## src/rtl/kca_pkg.sv

```systemverilog
// shared types, key table and register codes for the key click autorepeat block
package kca_pkg;

  // number of keys the design uses, capped by the built-in table
  localparam int KEY_ENTRIES = 16;
  localparam int TABLE_SIZE  = 16;
  localparam int ENTRIES     = (KEY_ENTRIES > TABLE_SIZE) ? TABLE_SIZE : KEY_ENTRIES;
  localparam int IDX_W       = $clog2(TABLE_SIZE);

  // field widths
  localparam int WORD_W = 32;
  localparam int KEY_W  = 5;
  localparam int CFG_W  = 16;
  localparam int CFG_IDX_W = 2;

  // configuration register indexes
  localparam logic [CFG_IDX_W-1:0] REG_FIRST_DELAY     = 2'd0;
  localparam logic [CFG_IDX_W-1:0] REG_REPEAT_INTERVAL = 2'd1;

  // register reset values
  localparam logic [CFG_W-1:0] FIRST_DELAY_RESET     = 16'd500;
  localparam logic [CFG_W-1:0] REPEAT_INTERVAL_RESET = 16'd175;

  // key table: group select and bit mask per key position
  localparam logic KEY_GRP [TABLE_SIZE] = '{
    1'b0, 1'b0, 1'b0, 1'b1, 1'b1, 1'b1, 1'b1, 1'b1,
    1'b1, 1'b1, 1'b1, 1'b1, 1'b1, 1'b1, 1'b1, 1'b1
  };
  localparam logic [WORD_W-1:0] KEY_MASK [TABLE_SIZE] = '{
    32'h0000_0003, 32'h0000_0002, 32'h0000_0001, 32'h0000_0008,
    32'h0000_0010, 32'h0000_0200, 32'h0000_0400, 32'h0000_0800,
    32'h0000_1000, 32'h0000_2000, 32'h0000_4000, 32'h0000_8000,
    32'h0001_0000, 32'h0002_0000, 32'h0004_0000, 32'h0008_0000
  };

  // one scan item
  typedef struct packed {
    logic [WORD_W-1:0] scan_group0;
    logic [WORD_W-1:0] scan_group1;
    logic [WORD_W-1:0] tick_now;
    logic              clear_hold;
  } scan_item_t;

  // one result item
  typedef struct packed {
    logic [KEY_W-1:0] key_index;
    logic             is_repeat;
  } result_item_t;

  // state carried from scan to scan
  typedef struct packed {
    logic [WORD_W-1:0] last_group0;
    logic [WORD_W-1:0] last_group1;
    logic [KEY_W-1:0]  held_key;
    logic [WORD_W-1:0] last_report_tick;
    logic              repeating;
  } hold_state_t;

  // delay settings
  typedef struct packed {
    logic [CFG_W-1:0] first_delay_ms;
    logic [CFG_W-1:0] repeat_interval_ms;
  } delay_cfg_t;

endpackage

```

## src/rtl/kca_scan_if.sv

```systemverilog
// scan item channel: valid, ready and scan fields
interface kca_scan_if;
  import kca_pkg::*;

  logic              valid;
  logic              ready;
  logic [WORD_W-1:0] scan_group0;
  logic [WORD_W-1:0] scan_group1;
  logic [WORD_W-1:0] tick_now;
  logic              clear_hold;

  modport source (output valid, output scan_group0, output scan_group1,
                  output tick_now, output clear_hold, input ready);
  modport sink   (input valid, input scan_group0, input scan_group1,
                  input tick_now, input clear_hold, output ready);
endinterface

```

## src/rtl/kca_result_if.sv

```systemverilog
// result item channel: valid, ready and report fields
interface kca_result_if;
  import kca_pkg::*;

  logic             valid;
  logic             ready;
  logic [KEY_W-1:0] key_index;
  logic             is_repeat;

  modport source (output valid, output key_index, output is_repeat, input ready);
  modport sink   (input valid, input key_index, input is_repeat, output ready);
endinterface

```

## src/rtl/kca_eval.sv

```systemverilog
// click search, hold check and repeat timing for one scan
module kca_eval (
  input  kca_pkg::scan_item_t   item,
  input  kca_pkg::hold_state_t  state,
  input  kca_pkg::delay_cfg_t   cfg,
  output kca_pkg::result_item_t res,
  output kca_pkg::hold_state_t  state_next
);
  import kca_pkg::*;

  logic [KEY_W-1:0]  held_eff;
  logic [ENTRIES-1:0] click_hit;
  logic [KEY_W-1:0]  clicked;
  logic              held_ok;
  logic [KEY_W-1:0]  held_pos;
  logic [IDX_W-1:0]  held_idx;
  logic [WORD_W-1:0] held_now;
  logic              held_pressed;
  logic [WORD_W-1:0] diff;
  logic [CFG_W-1:0]  lim;
  logic              due;

  // clear flag drops the hold before anything else
  assign held_eff = item.clear_hold ? '0 : state.held_key;

  // per-key click detect: some mask bit high before, all low now
  always_comb begin
    for (int i = 0; i < ENTRIES; i++) begin
      click_hit[i] =
        (((KEY_GRP[i] ? state.last_group1 : state.last_group0) & KEY_MASK[i]) != '0) &&
        (((KEY_GRP[i] ? item.scan_group1 : item.scan_group0) & KEY_MASK[i]) == '0);
    end
  end

  // lowest table position wins
  always_comb begin
    clicked = '0;
    for (int i = ENTRIES - 1; i >= 0; i--) begin
      if (click_hit[i]) begin
        clicked = KEY_W'(i + 1);
      end
    end
  end

  // held key lookup
  assign held_ok      = (held_eff != '0) && (held_eff <= KEY_W'(ENTRIES));
  assign held_pos     = held_eff - KEY_W'(1);
  assign held_idx     = held_pos[IDX_W-1:0];
  assign held_now     = KEY_GRP[held_idx] ? item.scan_group1 : item.scan_group0;
  assign held_pressed = (held_now & KEY_MASK[held_idx]) == '0;

  // wrapping tick difference, negative never repeats
  assign diff = item.tick_now - state.last_report_tick;
  assign lim  = state.repeating ? cfg.repeat_interval_ms : cfg.first_delay_ms;
  assign due  = !diff[WORD_W-1] && (diff > {{(WORD_W-CFG_W){1'b0}}, lim});

  // report and next state
  always_comb begin
    res                         = '0;
    state_next                  = state;
    state_next.last_group0      = item.scan_group0;
    state_next.last_group1      = item.scan_group1;
    state_next.held_key         = held_eff;
    if (clicked != '0) begin
      state_next.held_key         = clicked;
      state_next.repeating        = 1'b0;
      state_next.last_report_tick = item.tick_now;
      res.key_index               = clicked;
    end else if (held_ok) begin
      if (held_pressed) begin
        if (due) begin
          state_next.repeating        = 1'b1;
          state_next.last_report_tick = item.tick_now;
          res.key_index               = held_eff;
          res.is_repeat               = 1'b1;
        end
      end else begin
        state_next.held_key = '0;
      end
    end else begin
      state_next.held_key = '0;
    end
  end

endmodule

```

## src/rtl/key_click_autorepeat.sv

```systemverilog
// top level: keypad click detector with autorepeat
//
// scan carries one keyboard scan per item (two active-low button words, a
// millisecond tick and a clear flag); result carries one report per scan:
// key_index 0 for nothing, else table position plus one, and is_repeat.
// Both channels move an item at a clock edge where valid and ready are high.
// An accepted scan lands in an input register; it is evaluated against the
// held-key state, and its report moves to the output register once that
// register is empty or its report is being taken. One scan per cycle is
// sustained while result.ready stays high: the state update is a single pass
// of table compares and one 32-bit subtract and compare between the two
// registers. When the receiver stalls, the report waits in the output
// register, the next scan waits in the input register, and scan.ready drops
// once both are full. cfg_we/cfg_index/cfg_data write the two delays;
// the user must make writes only while no scan is in flight; the block
// itself does not enforce this. rst (synchronous) empties both registers,
// forgets the held key, marks all buttons released and restores the delays
// to 500 and 175 ticks.
module key_click_autorepeat (
  input  logic                             clk,
  input  logic                             rst,
  kca_scan_if.sink                         scan,
  kca_result_if.source                     result,
  input  logic                             cfg_we,
  input  logic [kca_pkg::CFG_IDX_W-1:0]    cfg_index,
  input  logic [kca_pkg::CFG_W-1:0]        cfg_data
);
  import kca_pkg::*;

  logic         in_valid;
  scan_item_t   in_item;
  logic         out_valid;
  result_item_t out_res;
  hold_state_t  state;
  delay_cfg_t   cfg;
  result_item_t res_next;
  hold_state_t  state_next;
  logic         advance;

  // handshakes
  assign advance      = in_valid && (!out_valid || result.ready);
  assign scan.ready   = !in_valid || advance;
  assign result.valid     = out_valid;
  assign result.key_index = out_res.key_index;
  assign result.is_repeat = out_res.is_repeat;

  // evaluation of the registered scan
  kca_eval u_eval (
    .item       (in_item),
    .state      (state),
    .cfg        (cfg),
    .res        (res_next),
    .state_next (state_next)
  );

  // input register
  always_ff @(posedge clk) begin
    if (rst) begin
      in_valid <= 1'b0;
    end else if (scan.ready) begin
      in_valid <= scan.valid;
    end
    if (scan.valid && scan.ready) begin
      in_item.scan_group0 <= scan.scan_group0;
      in_item.scan_group1 <= scan.scan_group1;
      in_item.tick_now    <= scan.tick_now;
      in_item.clear_hold  <= scan.clear_hold;
    end
  end

  // output register and hold state
  always_ff @(posedge clk) begin
    if (rst) begin
      out_valid              <= 1'b0;
      state.last_group0      <= '1;
      state.last_group1      <= '1;
      state.held_key         <= '0;
      state.last_report_tick <= '0;
      state.repeating        <= 1'b0;
    end else if (advance) begin
      out_valid <= 1'b1;
      state     <= state_next;
    end else if (result.ready) begin
      out_valid <= 1'b0;
    end
    if (advance) begin
      out_res <= res_next;
    end
  end

  // delay registers
  always_ff @(posedge clk) begin
    if (rst) begin
      cfg.first_delay_ms     <= FIRST_DELAY_RESET;
      cfg.repeat_interval_ms <= REPEAT_INTERVAL_RESET;
    end else if (cfg_we) begin
      case (cfg_index)
        REG_FIRST_DELAY:     cfg.first_delay_ms     <= cfg_data;
        REG_REPEAT_INTERVAL: cfg.repeat_interval_ms <= cfg_data;
        default: ;
      endcase
    end
  end

  // a repeat always names a key
  assert property (@(posedge clk) disable iff (rst)
    out_valid && out_res.is_repeat |-> out_res.key_index != '0)
    else $error("repeat report without a key");

  // a fresh click becomes the held key and restarts the first delay
  assert property (@(posedge clk) disable iff (rst)
    advance && res_next.key_index != '0 && !res_next.is_repeat |=>
      state.held_key == out_res.key_index && !state.repeating)
    else $error("click did not take the hold");

  // a repeat keeps the hold and switches to the repeat interval
  assert property (@(posedge clk) disable iff (rst)
    advance && res_next.is_repeat |=>
      state.held_key == out_res.key_index && state.repeating)
    else $error("repeat lost the hold");

  // nothing is offered right after reset
  assert property (@(posedge clk)
    rst |=> !out_valid && !in_valid)
    else $error("registers not empty after reset");

endmodule
```

## src/flat_wrapper.sv

```systemverilog
// flat-port wrapper written by rule: the top's interface ports become plain ports
module key_click_autorepeat_flat import kca_pkg::*;
  (clk, rst, cfg_we, cfg_index, cfg_data, scan_valid, scan_scan_group0, scan_scan_group1, scan_tick_now, scan_clear_hold, scan_ready, result_valid, result_key_index, result_is_repeat, result_ready);
  kca_scan_if scan_i ();
  kca_result_if result_i ();
  input  logic clk;
  input  logic rst;
  input  logic cfg_we;
  input  logic [kca_pkg::CFG_IDX_W-1:0] cfg_index;
  input  logic [kca_pkg::CFG_W-1:0] cfg_data;
  input wire logic [$bits(scan_i.valid)-1:0] scan_valid;
  input wire logic [$bits(scan_i.scan_group0)-1:0] scan_scan_group0;
  input wire logic [$bits(scan_i.scan_group1)-1:0] scan_scan_group1;
  input wire logic [$bits(scan_i.tick_now)-1:0] scan_tick_now;
  input wire logic [$bits(scan_i.clear_hold)-1:0] scan_clear_hold;
  output wire logic [$bits(scan_i.ready)-1:0] scan_ready;
  output wire logic [$bits(result_i.valid)-1:0] result_valid;
  output wire logic [$bits(result_i.key_index)-1:0] result_key_index;
  output wire logic [$bits(result_i.is_repeat)-1:0] result_is_repeat;
  input wire logic [$bits(result_i.ready)-1:0] result_ready;
  assign scan_i.valid = scan_valid;
  assign scan_i.scan_group0 = scan_scan_group0;
  assign scan_i.scan_group1 = scan_scan_group1;
  assign scan_i.tick_now = scan_tick_now;
  assign scan_i.clear_hold = scan_clear_hold;
  assign scan_ready = scan_i.ready;
  assign result_valid = result_i.valid;
  assign result_key_index = result_i.key_index;
  assign result_is_repeat = result_i.is_repeat;
  assign result_i.ready = result_ready;
  key_click_autorepeat u_core (.clk(clk), .rst(rst), .scan(scan_i), .result(result_i), .cfg_we(cfg_we), .cfg_index(cfg_index), .cfg_data(cfg_data));
endmodule
```

## config.mk

```make
export PLATFORM = sky130hd
export DESIGN_NAME = key_click_autorepeat_flat
export DESIGN_NICKNAME = d
export VERILOG_FILES = /design/src/rtl/kca_pkg.sv /design/src/rtl/kca_scan_if.sv /design/src/rtl/kca_result_if.sv /design/src/rtl/kca_eval.sv /design/src/rtl/key_click_autorepeat.sv /design/src/flat_wrapper.sv
export SDC_FILE = /design/constraint.sdc
export NUM_CORES = 1
export LEC_CHECK = 0
export BUFFER_PORTS_ARGS = -buffer_cell sky130_fd_sc_hd__buf_2
export CORE_MARGIN = 3
export CORE_UTILIZATION = 25
export DETAILED_ROUTE_END_ITERATION = 6
export HOLD_SLACK_MARGIN = 0.05
export PLACE_DENSITY = 0.52
export RECOVER_POWER = 50
export REMOVE_ABC_BUFFERS = 1
export SYNTH_ARGS = -nofsm -noshare
export SYNTH_HDL_FRONTEND = slang
export SYNTH_SLANG_ARGS = --single-unit
```

## constraint.sdc

```tcl
create_clock -name clk -period 6.7 [get_ports clk]
set_input_delay 1.005 -clock clk [delete_from_list [all_inputs] [get_ports clk]]
set_output_delay 1.005 -clock clk [all_outputs]
set_load 0.05 [all_outputs]
```

# Word level (Yosys, flattened, before mapping)
# Memory sizes are Yosys's and may differ from the RTL's.
# Index checks and enable logic that the tools add are counted.
[word_totals]
reg_bits = 197
romBits = 528
output_inout_bits = 8
wordCells = 116
n_memories = 2
[op_classes]
n_addsub = 2
magnitude_cmp = 3
n_eq_ne = 1
muxes = 35
bitwise_logic = 4
reduce_logical = 54
[memory_table]
columns = ["name", "words", "width", "read_ports", "rd_ports_with_merged_regs", "write_ports", "line_no", "text"]
rows = [
  ["(no name shown)", 16, 32, 1, 0, 0, "kca_eval.sv:50", "assign held_pressed = (held_now & KEY_MASK[held_idx]) == '0;"],
  ["(no name shown)", 16, 1, 1, 0, 0, "kca_eval.sv:49", "assign held_now = KEY_GRP[held_idx] ? item.scan_group1 : item.scan_group0;"],
]
[ops]
columns = ["cell", "n"]
rows = [
  ["$logic_not 32->1", 17],
  ["$mux 5", 20],
  ["$mux 33", 3],
  ["$mux 32", 3],
  ["$mux 38", 1],
  ["$and 32x32->32", 1],
  ["$gt 32x16->1", 1],
  ["$reduce_bool 32->1", 1],
  ["$sub 32x32->32", 1],
  ["$logic_and 1x1->1", 20],
  ["$mux 6", 3],
  ["$mux 16", 1],
  ["$reduce_bool 5->1", 2],
  ["$reduce_bool 2->1", 4],
  ["$ge 5x5->1 const B", 1],
  ["$le 5x5->1 const B", 1],
  ["$not 4->5", 1],
  ["$mux 1", 4],
  ["$reduce_and 2->1", 2],
  ["$reduce_and 4->1", 1],
  ["$sub 4x1->4 const B", 1],
  ["$logic_not 1->1", 3],
  ["$reduce_or 3->1", 1],
  ["$eq 2x1->1 const B", 1],
  ["3 further kinds", 5],
]

# Depth between registers and ports, before layout
[logic_depth]
depth_word = 21
depth_mapped = 24

# Hierarchy
# Synthesis repeated with hierarchy kept, for this count alone.
[hier_totals]
hier_cells = 1430
hier_area_um2 = 13721.9
[by_module_without_submodules]
columns = ["module", "instances", "cells_per_inst", "area_per_inst_um2"]
rows = [
  ["key_click_autorepeat", 1, 694, 8577.0],
  ["kca_eval", 1, 736, 5144.9],
]

# Least setup slack after synthesis
# No wires, ideal clock.
[synth_timing]
path_type = "register -> register"
start = "register u_core.in_item[5] in the netlist's numbering"
end = "register u_core.state[10] (netlist name)"
setup_time_ps = 118
arrival_time_ps = 4607
slack_ps = 1975
path_stages_with_launch = 24
synth_period_minus_slack_ps = 4725
path_cell_list = "edfxtp_1 -> ha_1 -> o211ai_1 -> a21oi_1 -> nor2_1 -> o21ai_0 -> a21boi_0 -> o21ai_0 -> a31oi_1 -> o21ai_0 -> xor2_1 -> ha_1 -> nand3_1 -> nor3_1 -> a221oi_1 -> o211a_1 -> a21oi_1 -> or4b_1 -> nor4_2 -> nand4_1 -> a21o_1 -> buf_6 -> buf_12 -> mux2i_1"
[synth_between]
elab_chain_cells = 5
[synth_rtl]
columns = ["element", "line_no", "text"]
rows = [
  ["from (decl)", "key_click_autorepeat.sv:31", "scan_item_t in_item;"],
  ["$sub 32x32->32 (*)", "kca_eval.sv:53", "assign diff = item.tick_now - state.last_report_tick;"],
  ["$gt 32x16->1 / $logic_not 1->1 (equally long branches)", "kca_eval.sv:55", "assign due = !diff[WORD_W-1] && (diff > {{(WORD_W-CFG_W){1'b0}}, lim});"],
  ["$logic_and 1x1->1 (*)", "kca_eval.sv:55", ""],
  ["$reduce_bool 2->1 (no line) (*)", "n/a", ""],
  ["$reduce_and 4->1 (no line) (*)", "n/a", ""],
]
# Mark *: on every way between the ends. The rest lies on a longest branch, timed or not.
# A chain may end at the register's enable or synchronous reset.

# Worst setup path in the final report
[layout_timing]
start = "register u_core.in_item[5] in the netlist's numbering"
end = "register u_core.state[10] (netlist name)"
[layout_between]
elab_chain_cells = 5
[layout_rtl]
columns = ["element", "line_no"]
rows = [
  ["$sub 32x32->32 (*)", "kca_eval.sv:53"],
  ["$gt 32x16->1 / $logic_not 1->1 (equally long branches)", "kca_eval.sv:55"],
  ["$logic_and 1x1->1 (*)", "kca_eval.sv:55"],
  ["$reduce_bool 2->1 (no line) (*)", "n/a"],
  ["$reduce_and 4->1 (no line) (*)", "n/a"],
]
# Marks and branches as above.

==> run_results.csv <==
group,metric,value,unit
synth,synth-edff-count,61,
detailed_routing,final_antenna_net_count,0,
power_and_ir_drop,leak_pwr,0.00385,uW
die,rows,67,
critical_path,worst_setup_path_startpoint,"u_core.in_item[5]",
detailed_routing,detailedRoute.firstIterationViolations,381,
critical_path,critPathMaxStageDelay,0.58,ns
power_and_ir_drop,power_density,250,nW/um^2
layout,insertedDiodeCount,0,
sta,fin_tns_setup,0,ns
layout,drive_gt1_share,18.5,%
synth,fraction_of_synthesis_flops_using_an_asynchronous_set_or_reset_pin,0,%
synth,synthDominantCellAreaShare,21.0,%
synth,synth.yosys.warnings,0,
detailed_routing,drt_first_pass_iters,5,
min_path,timing.hold.worst.start,"u_core.cfg[31]",
min_path,type_of_the_worst_min_delay_path,"register to register",
clocking,post-cts-setup-buffers,0,
power_and_ir_drop,p_total,2510,uW
critical_path,critPathTopFamily,"compound AO/OA/AOI/OAI gates",
sta,worst_slew_margin,-197,%
clocking,clkSlewWorstSetupHoldPaths,0.06,ns
place,place.port_buffers,85,
synth,postSynth.topFlopCell,"dfxtp_1",
die,die_area,37200,um^2
clocking,htree_levels,4,
synth,top_cells_by_area_synth,"edfxtp_1 (21%), dfxtp_1 (20%), ha_1 (7.7%), nand2_1 (6.2%), mux2i_1 (6.1%)",
sta,unrepaired_setup_endpoints_after_global_routing,"no",
synth,syn_avg_cell_area,9.46,um^2
detailed_routing,detail_route.vias_per_cell,4.53,
critical_path,endpoint_kind,"register",
die,die_height,193,um
place,finalWeightedCongestion,0.871,
clocking,cts_num_sinks,148,
clocking,cts_root_buf,"clkbuf_16",
sta,tightest_slew,4.45,ns
die,initial_core_util,25.7,%
critical_path,worst-setup-path-type,"register to register",
synth,synth.distinct_cells,74,
run,max-cap-violations,2,
sta,max_freq,170,MHz
sta,final-hold-violation-count,0,
detailed_routing,route.vias.total,6578,
clocking,cts_tree,"yes",
die,top_level_ports,128,
critical_path,critical_path.most_common_cell,"o21ai_0",
critical_path,worst_ep_arrival_time,6.15,ns
clocking,cts-root-to-sink-buffers,2,
synth,syn-cell-area,8720,um^2
synth,netlist_instances,922,
clocking,number_of_gates_resized_after_cts,0,
critical_path,critical_path.startpoint_type,"register",
critical_path,cpMaxStageDelayCell,"a21o_2",
power_and_ir_drop,ir_drop,0.000103,V
critical_path,worst_r2r_startpoint,"u_core.in_item[5]",
layout,area.growth.synth_to_final,15.4,%
status,violated_checks,"capacitance limit, slew limit",
clocking,insertion_delay,0.43,ns
sta,worst_hold_slack,0.455,ns
detailed_routing,routed_wirelength,20.8,mm
detailed_routing,drt_drc_violations_left,0,
layout,nets,1165,
synth,synth_area_leader_cell,"edfxtp_1",
status,result_of_the_run,"complete, but fails checks",
synth,synth_common_cells,"nand2_1 (145), dfxtp_1 (87), a21oi_1 (67)",
sta,period_share,87.6,%
grt,first_pass_grt_wire_length,34.1,mm
sta,setup-violations-final,0,
critical_path,critical_path_peak_fanout,32,
critical_path,cp_cell_sequence,"ha_1, o211ai_1, a21oi_1, nor2_1, o21ai_0, a21boi_0, o21ai_0, a31oi_1, o21ai_0, xor2_1, ha_1, nand3_1, nor3_1, a221oi_1, o211a_1, a21oi_1, or4b_1, nor4_2, nand4_1, a21o_2, mux2i_1",
clocking,cts.hold.buffers_added,0,
detailed_routing,drt-wirelength-per-cell,14.4,um
sta,finalWorstPathRequiredPeriod,5.87,ns
clocking,cts_inserted_buffers,17,
die,design.core.area,34000,um^2
grt,track_usage,11.6,%
synth,synth_most_common_cell,"nand2_1",
grt,grt_antenna_before_repair,0,
layout,nFillCells,3598,
grt,grt_max_degree,120,
sta,timing_max_transition_violations_final,176,
synth,post_synthesis_register_bit_count,148,
sta,finalClockSkew,0.00901,ns
critical_path,crit_buf_inv,0,
die,die_width,193,um
place,dp.final_hpwl,15.1,mm
grt,first_global_vias,6534,
synth,synth_seq_area_share,41.0,%
critical_path,required_time_at_the_endpoint_of_the_critical_path,6.98,ns
grt,grt.overflow.total,0,
-- registers in the layout (all words and copies together) (netlist names) --
register and count:
u_core.cfg 32, u_core.result.is_repeat 1, u_core.in_valid 1, u_core.state 53, u_core.result.key_index 5, u_core.in_item 55, u_core.result.valid 1
-- where the power goes --
part	switching [uW]	leakage (uW)	internal, uW	total, uW
combinational	282	0.00224	202	484
clock	396	0.000308	612	1010
sequential	28.7	0.00131	995	1020
total	706	0.00385	1810	2510
-- layer usage --
metal,vias up,track usage [%],share of wire [%]
met5,-,0,0
met4,0,3.33,1.0
met2,116,18.6,46
met1,3058,15.6,49
met3,15,2.51,3.8
li1,3389,-,-
-- tightest hold or removal path: cells and delay by family, from the launching register on --
family | cells | cell delay, ns
AOI/OAI and AO/OA | 1 | 0.05
DFF | 1 | 0.31
and+or+nand+nor | 1 | 0.05
-- final timing paths --
path	endpoint	slack, ns	cells past startpoint
max	u_core.state[10]	0.83	21
min	u_core.cfg[31]	0.46	2
max reg2reg	u_core.state[10]	0.83	21
min reg2reg	u_core.cfg[31]	0.46	2
-- placed cells by master, fill, tap and decap left out, types with 4 or more instances in the layout --
| master | count |
|---|---|
| or2b_2 | 48 |
| a21o_1 | 11 |
| a221oi_1 | 4 |
| ha_1 | 54 |
| edfxtp_1 | 61 |
| nor2_1 | 42 |
| nor3_1 | 13 |
| o21bai_1 | 4 |
| o21a_1 | 5 |
| nand2_1 | 145 |
| a222oi_1 | 5 |
| clkbuf_1 | 12 |
| nand4_1 | 7 |
| o21ai_0 | 30 |
| nand2b_1 | 23 |
| a21oi_1 | 67 |
| xnor2_1 | 14 |
| or2b_1 | 6 |
| nor2b_1 | 11 |
| xor2_1 | 8 |
| clkbuf_16 | 21 |
| a211oi_1 | 7 |
| buf_2 | 77 |
| mux2i_1 | 53 |
| inv_1 | 50 |
| nand3_1 | 11 |
| nand3b_1 | 29 |
| a31oi_1 | 6 |
| dfxtp_1 | 87 |
| and2_2 | 4 |
| o22ai_1 | 4 |
| o211ai_1 | 7 |
-- final cells by class --
class,count,area (um^2),area share (%)
Timing Repair Buffer,88,430,4.27
Inverter,50,188,1.86
Tap cell,448,561,5.57
Clock inverter,8,80.1,0.795
Clock buffer,24,547,5.43
Sequential cell,148,3570,35.5
Multi-Input combinational cell,685,4690,46.6
-- logic make-up after synthesis --
family	share of synthesized area, %
mux	6.47
compound gates	13.8
fa+ha+maj	7.98
buf+inv	5.35
simple gates	23.2
flops	41.0
xor+xnor	2.21
-- through the flow --
stage                     worst slack, ns  std cells  util [%]  cell area, um^2
after global routing                0.381       1451      29.7            10100
after global placement              0.910       1419      27.9             9460
final                               0.829       1451      29.7            10100
after detailed placement            0.875       1419      27.9             9460
after floorplan                      1.60        883         -             8440
after CTS                           0.846       1451      29.7            10100
Power figures use the tool's default switching activity.
